--- src/jfsd_pkg.sv ---
// Package for the J1939 frame signal decoder: identifiers, frame kinds,
// signal codes, queue entry type and the per-kind signal count.
// Depends on nothing; used by every module of the block.
package jfsd_pkg;

    localparam int unsigned QueueDepth = 4;
    localparam int unsigned QueuePtrW  = $clog2(QueueDepth);

    localparam logic [28:0] ID_CCVS  = 29'h18FEF100;
    localparam logic [28:0] ID_EEC1  = 29'h0CF00400;
    localparam logic [28:0] ID_EEC2  = 29'h0CF00300;
    localparam logic [28:0] ID_VDHR  = 29'h18FEC100;
    localparam logic [28:0] ID_ET1   = 29'h18FEEE00;
    localparam logic [28:0] ID_AMB   = 29'h18FEF500;
    localparam logic [28:0] ID_VEP1  = 29'h18FEF700;
    localparam logic [28:0] ID_EGF1  = 29'h0CF00A00;
    localparam logic [28:0] ID_DM1   = 29'h18FECA00;
    localparam logic [28:0] ID_HOURS = 29'h18FEE700;
    localparam logic [28:0] ID_FUEL  = 29'h18FEE900;
    localparam logic [28:0] ID_RATE  = 29'h18FEF200;

    localparam logic [3:0] DLC_FULL = 4'd8;

    localparam logic [4:0] SIG_PARK_BRAKE   = 5'd0;
    localparam logic [4:0] SIG_BRAKE_SWITCH = 5'd1;
    localparam logic [4:0] SIG_SPEED        = 5'd2;
    localparam logic [4:0] SIG_RPM          = 5'd3;
    localparam logic [4:0] SIG_LOAD         = 5'd4;
    localparam logic [4:0] SIG_TOTAL_DIST   = 5'd5;
    localparam logic [4:0] SIG_TRIP_DIST    = 5'd6;
    localparam logic [4:0] SIG_COOLANT      = 5'd7;
    localparam logic [4:0] SIG_FUEL_TEMP    = 5'd8;
    localparam logic [4:0] SIG_AIR_TEMP     = 5'd9;
    localparam logic [4:0] SIG_ELEC_VOLT    = 5'd10;
    localparam logic [4:0] SIG_BATT_VOLT    = 5'd11;
    localparam logic [4:0] SIG_AIR_FLOW     = 5'd12;
    localparam logic [4:0] SIG_FAULTS       = 5'd13;
    localparam logic [4:0] SIG_HOURS        = 5'd14;
    localparam logic [4:0] SIG_TRIP_FUEL    = 5'd15;
    localparam logic [4:0] SIG_TOTAL_FUEL   = 5'd16;
    localparam logic [4:0] SIG_FUEL_RATE    = 5'd17;

    localparam logic [15:0] RAW16_MAX = 16'd64255;
    localparam logic [31:0] HOURS_MAX = 32'd4211081215;
    localparam logic [7:0]  LOAD_MAX  = 8'd125;
    localparam logic [7:0]  TEMP_OFFSET = 8'd40;
    localparam logic signed [32:0] TEMP_MAX = 33'sd210;

    typedef enum logic [3:0] {
        KIND_CCVS,
        KIND_EEC1,
        KIND_EEC2,
        KIND_VDHR,
        KIND_ET1,
        KIND_AMB,
        KIND_VEP1,
        KIND_EGF1,
        KIND_DM1,
        KIND_HOURS,
        KIND_FUEL,
        KIND_RATE
    } frame_kind_t;

    typedef struct packed {
        frame_kind_t kind;
        logic [63:0] payload;
    } frame_entry_t;

    typedef struct packed {
        logic         valid;
        frame_entry_t entry;
    } queue_head_t;

    // Number of signals that one frame of the given kind yields, minus one.
    function automatic logic [1:0] last_index(input frame_kind_t kind);
        logic [1:0] n;
        unique case (kind)
            KIND_CCVS:                                 n = 2'd2;
            KIND_VDHR, KIND_ET1, KIND_VEP1, KIND_FUEL: n = 2'd1;
            default:                                   n = 2'd0;
        endcase
        return n;
    endfunction

endpackage

--- src/jfsd_front.sv ---
// Front end of the J1939 frame signal decoder: accepts a frame and
// classifies its identifier. Depends on jfsd_pkg.
module jfsd_front (
    input  logic                  accept,
    input  logic [28:0]           frame_id,
    input  logic [3:0]            data_length,
    input  logic [63:0]           payload,
    output logic                  push,
    output jfsd_pkg::frame_entry_t entry
);

    logic                  matched;
    jfsd_pkg::frame_kind_t kind;
    logic                  full;

    assign full = (data_length == jfsd_pkg::DLC_FULL);

    always_comb
    begin
        matched = 1'b1;
        kind    = jfsd_pkg::KIND_RATE;
        unique case (frame_id)
            jfsd_pkg::ID_CCVS:
            begin
                kind    = jfsd_pkg::KIND_CCVS;
                matched = full;
            end
            jfsd_pkg::ID_EEC1:
            begin
                kind    = jfsd_pkg::KIND_EEC1;
                matched = full;
            end
            jfsd_pkg::ID_EEC2:
            begin
                kind    = jfsd_pkg::KIND_EEC2;
                matched = full;
            end
            jfsd_pkg::ID_VDHR:  kind = jfsd_pkg::KIND_VDHR;
            jfsd_pkg::ID_ET1:   kind = jfsd_pkg::KIND_ET1;
            jfsd_pkg::ID_AMB:   kind = jfsd_pkg::KIND_AMB;
            jfsd_pkg::ID_VEP1:  kind = jfsd_pkg::KIND_VEP1;
            jfsd_pkg::ID_EGF1:  kind = jfsd_pkg::KIND_EGF1;
            jfsd_pkg::ID_DM1:   kind = jfsd_pkg::KIND_DM1;
            jfsd_pkg::ID_HOURS: kind = jfsd_pkg::KIND_HOURS;
            jfsd_pkg::ID_FUEL:  kind = jfsd_pkg::KIND_FUEL;
            jfsd_pkg::ID_RATE:  kind = jfsd_pkg::KIND_RATE;
            default:            matched = 1'b0;
        endcase
    end

    // Frames that yield nothing never enter the queue.
    assign push          = accept && matched;
    assign entry.kind    = kind;
    assign entry.payload = payload;

endmodule

--- src/jfsd_queue.sv ---
// Short queue of classified frames between front and back end of the
// J1939 frame signal decoder. Depends on jfsd_pkg.
module jfsd_queue (
    input  logic                   clk,
    input  logic                   rst_n,
    input  logic                   push,
    input  jfsd_pkg::frame_entry_t push_entry,
    input  logic                   pop,
    output jfsd_pkg::queue_head_t  head,
    output logic                   full
);

    jfsd_pkg::frame_entry_t                  slot_reg [jfsd_pkg::QueueDepth];
    logic [jfsd_pkg::QueuePtrW-1:0]          wr_ptr_reg;
    logic [jfsd_pkg::QueuePtrW-1:0]          wr_ptr_next;
    logic [jfsd_pkg::QueuePtrW-1:0]          rd_ptr_reg;
    logic [jfsd_pkg::QueuePtrW-1:0]          rd_ptr_next;
    logic [jfsd_pkg::QueuePtrW:0]            count_reg;
    logic [jfsd_pkg::QueuePtrW:0]            count_next;
    logic                                    do_pop;

    assign do_pop = pop && (count_reg != '0);
    assign full   = (count_reg == (jfsd_pkg::QueuePtrW+1)'(jfsd_pkg::QueueDepth));

    always_comb
    begin
        wr_ptr_next = push ? wr_ptr_reg + 1'b1 : wr_ptr_reg;
        rd_ptr_next = do_pop ? rd_ptr_reg + 1'b1 : rd_ptr_reg;
        count_next  = count_reg + (jfsd_pkg::QueuePtrW+1)'(push)
                    - (jfsd_pkg::QueuePtrW+1)'(do_pop);
    end

    always_ff @(posedge clk or negedge rst_n)
    begin
        if (!rst_n)
        begin
            wr_ptr_reg <= '0;
            rd_ptr_reg <= '0;
            count_reg  <= '0;
        end
        else
        begin
            wr_ptr_reg <= wr_ptr_next;
            rd_ptr_reg <= rd_ptr_next;
            count_reg  <= count_next;
        end
    end

    always_ff @(posedge clk)
    begin
        if (push)
        begin
            slot_reg[wr_ptr_reg] <= push_entry;
        end
    end

    assign head.valid = (count_reg != '0);
    assign head.entry = slot_reg[rd_ptr_reg];

endmodule

--- src/jfsd_back.sv ---
// Back end of the J1939 frame signal decoder: decodes the signals of the
// frame at the head of the queue, one per cycle. Depends on jfsd_pkg.
module jfsd_back (
    input  logic                  clk,
    input  logic                  rst_n,
    input  jfsd_pkg::queue_head_t head,
    output logic                  pop,
    output logic                  result_valid,
    output logic [4:0]            signal_code,
    output logic signed [32:0]    signal_value,
    output logic                  last_of_frame
);

    logic [1:0]            index_reg;
    logic [1:0]            index_next;
    logic                  valid_reg;
    logic [4:0]            code_reg;
    logic [4:0]            code_next;
    logic signed [32:0]    value_reg;
    logic signed [32:0]    value_next;
    logic                  last_reg;
    logic                  last_next;
    logic [63:0]           p;

    assign p = head.entry.payload;

    function automatic logic signed [32:0] clamp16(input logic [15:0] w);
        logic [15:0] c;
        c = (w > jfsd_pkg::RAW16_MAX) ? jfsd_pkg::RAW16_MAX : w;
        return $signed({17'd0, c});
    endfunction

    function automatic logic signed [32:0] word32(input logic [31:0] w);
        return $signed({1'b0, w});
    endfunction

    // The byte minus the offset can never fall below -40, so only the top
    // of the range needs clamping.
    function automatic logic signed [32:0] temp_of(input logic [7:0] b);
        logic signed [32:0] t;
        t = $signed({25'd0, b}) - $signed({25'd0, jfsd_pkg::TEMP_OFFSET});
        return (t > jfsd_pkg::TEMP_MAX) ? jfsd_pkg::TEMP_MAX : t;
    endfunction

    always_comb
    begin
        code_next  = jfsd_pkg::SIG_FUEL_RATE;
        value_next = '0;
        unique case (head.entry.kind)
            jfsd_pkg::KIND_CCVS:
            begin
                unique case (index_reg)
                    2'd0:
                    begin
                        code_next  = jfsd_pkg::SIG_PARK_BRAKE;
                        value_next = $signed({31'd0, p[3:2]});
                    end
                    2'd1:
                    begin
                        code_next  = jfsd_pkg::SIG_BRAKE_SWITCH;
                        value_next = $signed({31'd0, p[29:28]});
                    end
                    default:
                    begin
                        code_next  = jfsd_pkg::SIG_SPEED;
                        value_next = clamp16(p[23:8]);
                    end
                endcase
            end
            jfsd_pkg::KIND_EEC1:
            begin
                code_next  = jfsd_pkg::SIG_RPM;
                value_next = clamp16(p[39:24]);
            end
            jfsd_pkg::KIND_EEC2:
            begin
                code_next  = jfsd_pkg::SIG_LOAD;
                value_next = $signed({25'd0, (p[23:16] > jfsd_pkg::LOAD_MAX)
                                             ? jfsd_pkg::LOAD_MAX : p[23:16]});
            end
            jfsd_pkg::KIND_VDHR:
            begin
                code_next  = index_reg[0] ? jfsd_pkg::SIG_TRIP_DIST
                                          : jfsd_pkg::SIG_TOTAL_DIST;
                value_next = word32(index_reg[0] ? p[63:32] : p[31:0]);
            end
            jfsd_pkg::KIND_ET1:
            begin
                code_next  = index_reg[0] ? jfsd_pkg::SIG_FUEL_TEMP
                                          : jfsd_pkg::SIG_COOLANT;
                value_next = temp_of(index_reg[0] ? p[15:8] : p[7:0]);
            end
            jfsd_pkg::KIND_AMB:
            begin
                code_next  = jfsd_pkg::SIG_AIR_TEMP;
                value_next = temp_of(p[47:40]);
            end
            jfsd_pkg::KIND_VEP1:
            begin
                code_next  = index_reg[0] ? jfsd_pkg::SIG_BATT_VOLT
                                          : jfsd_pkg::SIG_ELEC_VOLT;
                value_next = clamp16(index_reg[0] ? p[63:48] : p[47:32]);
            end
            jfsd_pkg::KIND_EGF1:
            begin
                code_next  = jfsd_pkg::SIG_AIR_FLOW;
                value_next = clamp16(p[31:16]);
            end
            jfsd_pkg::KIND_DM1:
            begin
                code_next  = jfsd_pkg::SIG_FAULTS;
                value_next = $signed({26'd0, p[46:40]});
            end
            jfsd_pkg::KIND_HOURS:
            begin
                code_next  = jfsd_pkg::SIG_HOURS;
                value_next = word32((p[31:0] > jfsd_pkg::HOURS_MAX)
                                    ? jfsd_pkg::HOURS_MAX : p[31:0]);
            end
            jfsd_pkg::KIND_FUEL:
            begin
                code_next  = index_reg[0] ? jfsd_pkg::SIG_TOTAL_FUEL
                                          : jfsd_pkg::SIG_TRIP_FUEL;
                value_next = word32(index_reg[0] ? p[63:32] : p[31:0]);
            end
            default:
            begin
                code_next  = jfsd_pkg::SIG_FUEL_RATE;
                value_next = clamp16(p[15:0]);
            end
        endcase
    end

    always_comb
    begin
        last_next  = (index_reg == jfsd_pkg::last_index(head.entry.kind));
        pop        = head.valid && last_next;
        index_next = !head.valid ? index_reg
                   : (last_next ? 2'd0 : index_reg + 2'd1);
    end

    always_ff @(posedge clk or negedge rst_n)
    begin
        if (!rst_n)
        begin
            index_reg <= 2'd0;
            valid_reg <= 1'b0;
        end
        else
        begin
            index_reg <= index_next;
            valid_reg <= head.valid;
        end
    end

    always_ff @(posedge clk)
    begin
        code_reg  <= code_next;
        value_reg <= value_next;
        last_reg  <= last_next;
    end

    assign result_valid  = valid_reg;
    assign signal_code   = code_reg;
    assign signal_value  = value_reg;
    assign last_of_frame = last_reg;

endmodule

--- src/j1939_frame_signal_decoder_unit.sv ---
// Top level of the J1939 frame signal decoder.
// Depends on jfsd_pkg, jfsd_front, jfsd_queue and jfsd_back.
//
// A received CAN frame is presented on frame_id, data_length and payload
// with start held high; the transaction is accepted at the rising edge at
// which start is high and busy is low. The front end compares the
// identifier against the twelve supported J1939 identifiers and drops
// frames that yield nothing (unmatched identifiers, and CCVS, EEC1 or EEC2
// frames whose DLC is not 8). Matching frames enter a four-entry queue.
// The back end decodes one signal per clock cycle from the frame at the
// head of the queue; a frame holds the head until its last signal is decoded. Each
// result is shown on signal_code, signal_value and last_of_frame for exactly
// one cycle with result_valid high; the receiver cannot hold results off
// and must take it then. last_of_frame marks the final signal of a frame.
// With the queue empty, an accepted frame is first registered into the
// queue and its first result then into the back end's output registers.
// Frames may be accepted back to back; over a long burst the back end sets
// the pace, and busy is high only while the queue is full.
// Reset empties the queue and clears the result strobe.
module j1939_frame_signal_decoder_unit (
    input  logic                clk,
    input  logic                rst_n,
    input  logic                start,
    output logic                busy,
    input  logic [28:0]         frame_id,
    input  logic [3:0]          data_length,
    input  logic [63:0]         payload,
    output logic                result_valid,
    output logic [4:0]          signal_code,
    output logic signed [32:0]  signal_value,
    output logic                last_of_frame
);

    logic                   accept;
    logic                   push;
    logic                   pop;
    logic                   queue_full;
    jfsd_pkg::frame_entry_t push_entry;
    jfsd_pkg::queue_head_t  head;

    // A transaction is taken whenever the queue has room for it; since the
    // back end pops an entry with its last signal, the queue only fills
    // under a sustained burst of multi-signal frames.
    assign busy   = queue_full;
    assign accept = start && !queue_full;

    jfsd_front u_front (
        .accept      (accept),
        .frame_id    (frame_id),
        .data_length (data_length),
        .payload     (payload),
        .push        (push),
        .entry       (push_entry)
    );

    jfsd_queue u_queue (
        .clk        (clk),
        .rst_n      (rst_n),
        .push       (push),
        .push_entry (push_entry),
        .pop        (pop),
        .head       (head),
        .full       (queue_full)
    );

    // The back end pops the head entry at the edge that registers the entry's
    // last signal, so the next frame follows without a gap.
    jfsd_back u_back (
        .clk           (clk),
        .rst_n         (rst_n),
        .head          (head),
        .pop           (pop),
        .result_valid  (result_valid),
        .signal_code   (signal_code),
        .signal_value  (signal_value),
        .last_of_frame (last_of_frame)
    );

endmodule

--- config.mk ---
export PLATFORM = sky130hd
export DESIGN_NAME = j1939_frame_signal_decoder_unit
export DESIGN_NICKNAME = d
export VERILOG_FILES = /design/src/jfsd_pkg.sv /design/src/jfsd_front.sv /design/src/jfsd_queue.sv /design/src/jfsd_back.sv /design/src/j1939_frame_signal_decoder_unit.sv
export SDC_FILE = /design/constraint.sdc
export NUM_CORES = 1
export LEC_CHECK = 0
export BUFFER_PORTS_ARGS = -buffer_cell sky130_fd_sc_hd__buf_2
export CORE_MARGIN = 1.5
export CORE_UTILIZATION = 60
export CTS_BUF_LIST = sky130_fd_sc_hd__clkbuf_16
export DETAILED_ROUTE_END_ITERATION = 10
export GPL_TIMING_DRIVEN = 0
export PLACE_DENSITY = 0.8
export SLEW_MARGIN = 20
export SYNTH_ARGS = -nofsm -noshare
export SYNTH_HDL_FRONTEND = slang
export SYNTH_HIERARCHICAL = 1
export SYNTH_SLANG_ARGS = --single-unit
export TNS_END_PERCENT = 20
--- constraint.sdc ---
create_clock -name clk -period 4.7 [get_ports clk]
set_clock_uncertainty 0.1 [all_clocks]
set_input_delay 0.94 -clock clk [delete_from_list [all_inputs] [get_ports clk]]
set_output_delay 0.94 -clock clk [all_outputs]
set_load 0.02 [all_outputs]
==> results.toml <==
[sta]
finalSetupViolations = 0
period_share_pct = 98.50
fmaxAchievable_mhz = 216.0
worstMarginPinSlew_ns = 1.237
slew_viol_final = 0
hold_viol_final = 0
rsz0062_at_grt = "false"
relSlewSlack_pct = 15.42
fin_crit_ns = 4.629
setup_ws_ns = 0.07054

[critical_path]
worstPathArrival_ns = 4.95
worstPathRequired_ns = 5.02
cp-start-kind = "flop"
rr_worst_depth = 12
cp-end-kind = "flop"
reg2reg_setup_slack_ns = 0.07
cp_max_fo = 19
r2r_start = "u_back/index_reg[0]$_DFFE_PN0P_"
crit_type = "flop to flop"
r2r_end = "u_back/signal_value[5]$_DFF_P_"

[status]
status = "completed"

[global_route]
antenna_found_initial = 0
grt_usage_pct = 31.97
grt_max_degree = 49
use_met3_pct = 5.899
grt_first_pass_wirelength_um = 61520
met1_usage_pct = 44.45
grt_pass1_vias = 10040
grt_overflow = 0
met2_usage_pct = 50.72
grt-busiest-layer = "met2"

[synth]
syn-cell-area_um2 = 15160
syn_avg_cell_area_um2 = 14.53
synthArstFlopShare_pct = 3.115
synth_area_leaders = "edfxtp_1 54%, mux4_2 10%, dfxtp_1 5.2%, buf_4 3.3%, a21oi_1 1.8%"
synth.most_common_cell = "edfxtp_1"
dominantRegCellSynth = "edfxtp_1"
ys_types = 93
synth_nets = 1158
synth_top_area_cell = "edfxtp_1"
synth-seq-cells = 321
synth_top_area_share_pct = 53.89
synth_common_cells = "272 x edfxtp_1, 68 x mux4_2, 67 x buf_4"
syn_inst = 1043
synth-seq-area-share_pct = 60.69
ys_warn_count = 6
synth-edff-count = 272

[clock_tree]
postCtsHoldBufs = 0
clkTransAtPathRegs_ns = 0.06
cts_sinks = 321
htreeDepth = 1
cts_tree = "done"
cts.path.max_buffers = 3
cts_inserted_buffers = 31
clock_latency_ns = 0.57
cts_root_buf = "clkbuf_16"

[place]
place_congestion = 1.005
portBuffers = 74
hpwl_um = 29530
dp_slack_ns = -0.5901
placed_area_um2 = 16060

[pwr]
power_density_nw_per_um2 = 320.7
internal_power_mw = 4.393
p_leak_nw = 5.892
vdd.ir_drop.worst_v = 0.0003409
p_clk_share_pct = 41.6
switching_share_pct = 19.63
p_sw_mw = 1.073
combPwrFrac_pct = 2.0
power_frac_seq_pct = 56.4

[detailed_routing]
drt_iter0_drc = 1079
first_pass_iters = 5
vias_per_cell = 6.708
num_vias = 10080
wl_um = 41280
wl_per_cell_um = 27.48
postRouteAntennaNets = 0
drc_errors = 0

[finish]
drive_above_1_share_pct = 27.93
design_area_um2 = 17040
area_delta_synth_final_pct = 12.43
largest_register_ffs = 272
antenna_cells = 0
final_nets = 1268

[die]
die_y_um = 161.9
row_count = 57
initial_utilization_pct = 61.78
die_x_um = 161.9
dieArea_um2 = 26220
core_um2 = 24530
io-pin-count = 141

[min_path]
min_path_type = "primary input to async pin"

[job]
maxCapViolations = 0
metal layers:
layer  wire length (um)  up-vias
met4               1704        0
met1              16200     5064
met2              19580      607
met5                  0        -
met3               3790      101
li1                   -     4304
power groups by stage:
stage          logic (mW)  registers [mW]  clock network [mW]
6_report            0.109            3.08                2.28
5_1_grt             0.120            3.08                2.41
4_1_cts             0.110            3.08                2.30
3_5_place_dp        0.109            3.14                   0
3_3_place_gp        0.104            3.14                   0
2_1_floorplan      0.0738            3.14                   0
layout by cell type (no fill, tap or decap), types with 5 or more instances in the layout:
master     instances
nor3_1            17
clkbuf_16         31
o22ai_1           13
clkbuf_1          19
nor2_1            45
nand4_1           15
inv_1             37
a221o_1           23
a2bb2oi_1          5
a31oi_1            8
buf_1              5
dfrtp_1           10
a2111oi_0          7
a21oi_1           53
mux4_2            68
o31ai_1            5
buf_2             91
edfxtp_1         272
clkinv_2           8
buf_4             68
nand2b_1          13
buf_12             8
xnor2_1            8
xor2_1             5
and3_1             5
nand3_1           18
nor4bb_1           5
a22oi_1            5
mux2i_1           24
dfxtp_1           39
ha_1              14
nand2_1           42
o21ai_0           50
nor4_1             6
clkinv_1           5
worst max path at each step:
stage,slack (ns),start,endpoint
after floorplan,0.48,data_length[1],u_queue/slot_reg[1][0]$_DFFE_PP_
after global placement,-0.96,frame_id[19],u_queue/slot_reg[0][8]$_DFFE_PP_
after detailed placement,-0.59,u_back/index_reg[0]$_DFFE_PN0P_,u_back/signal_value[5]$_DFF_P_
after CTS,0.04,u_queue/rd_ptr_reg[0]$_DFFE_PN0P_,u_queue/count_reg[2]$_DFF_PN0_
after global routing,0.02,u_back/index_reg[0]$_DFFE_PN0P_,u_back/signal_value[5]$_DFF_P_
final,0.07,u_back/index_reg[0]$_DFFE_PN0P_,u_back/signal_value[5]$_DFF_P_
metrics by stage:
step | hold WS, ns | total power [mW] | cells | setup TNS (ns) | util [%]
finish | 0.1397 | 5.465 | 1502 | 0 | 69.46
global placement | 0.4116 | 3.246 | 1441 | -250.12 | 64.94
CTS | 0.1231 | 5.495 | 1502 | 0 | 69.36
global route | 0.1352 | 5.609 | 1502 | 0 | 69.46
floorplan | 0.3915 | 3.216 | 1043 | 0 | -
detailed placement | 0.4266 | 3.251 | 1445 | -2.541 | 65.48
kinds of logic (layout without fill, tap and decap cells):
group / after synthesis / count (layout) / share of synthesized area (%)
muxes: 95 / 95 / 11.91
AOI/OAI and AO/OA: 226 / 226 / 10.36
xor gates and xnor gates: 13 / 13 / 0.7512
buffers and inverters: 155 / 290 / 6.852
adders and majority gates: 15 / 15 / 1.288
and+or+nand+nor: 218 / 218 / 8.148
DFF: 321 / 321 / 60.69
what timing repair did:
| action | 4_1_cts | 5_1_grt |
|---|---|---|
| resized for setup | 8 | 5 |
| pin swaps | 0 | 1 |
| endpoints found under the setup margin | 9 | 3 |
| setup buffers | 0 | 0 |
area by class of cell:
| cell class | instances | area [um^2] |
|---|---|---|
| repair buffers | 78 | 480.5 |
| fillers | 1711 | 7492 |
| multi-input cells | 567 | 4974 |
| clock inverters | 27 | 162.7 |
| flip-flops and latches | 321 | 9199 |
| clock buffers | 31 | 775.7 |
| well taps | 324 | 405.4 |
| inverters | 27 | 101.3 |
| plain buffers | 127 | 943.4 |
worst max-delay path, cell delays in order (launching register included):
cell,delay (ns)
dfrtp_1,0.51
buf_2,0.32
clkbuf_4,0.38
buf_2,0.37
buf_2,0.35
mux2i_1,0.36
ha_1,0.37
and2b_1,0.24
o211a_1,0.13
or2_1,0.23
a221o_2,0.44
and3_1,0.20
o41a_1,0.47
Note: power is estimated with default switching activity, not from simulation.
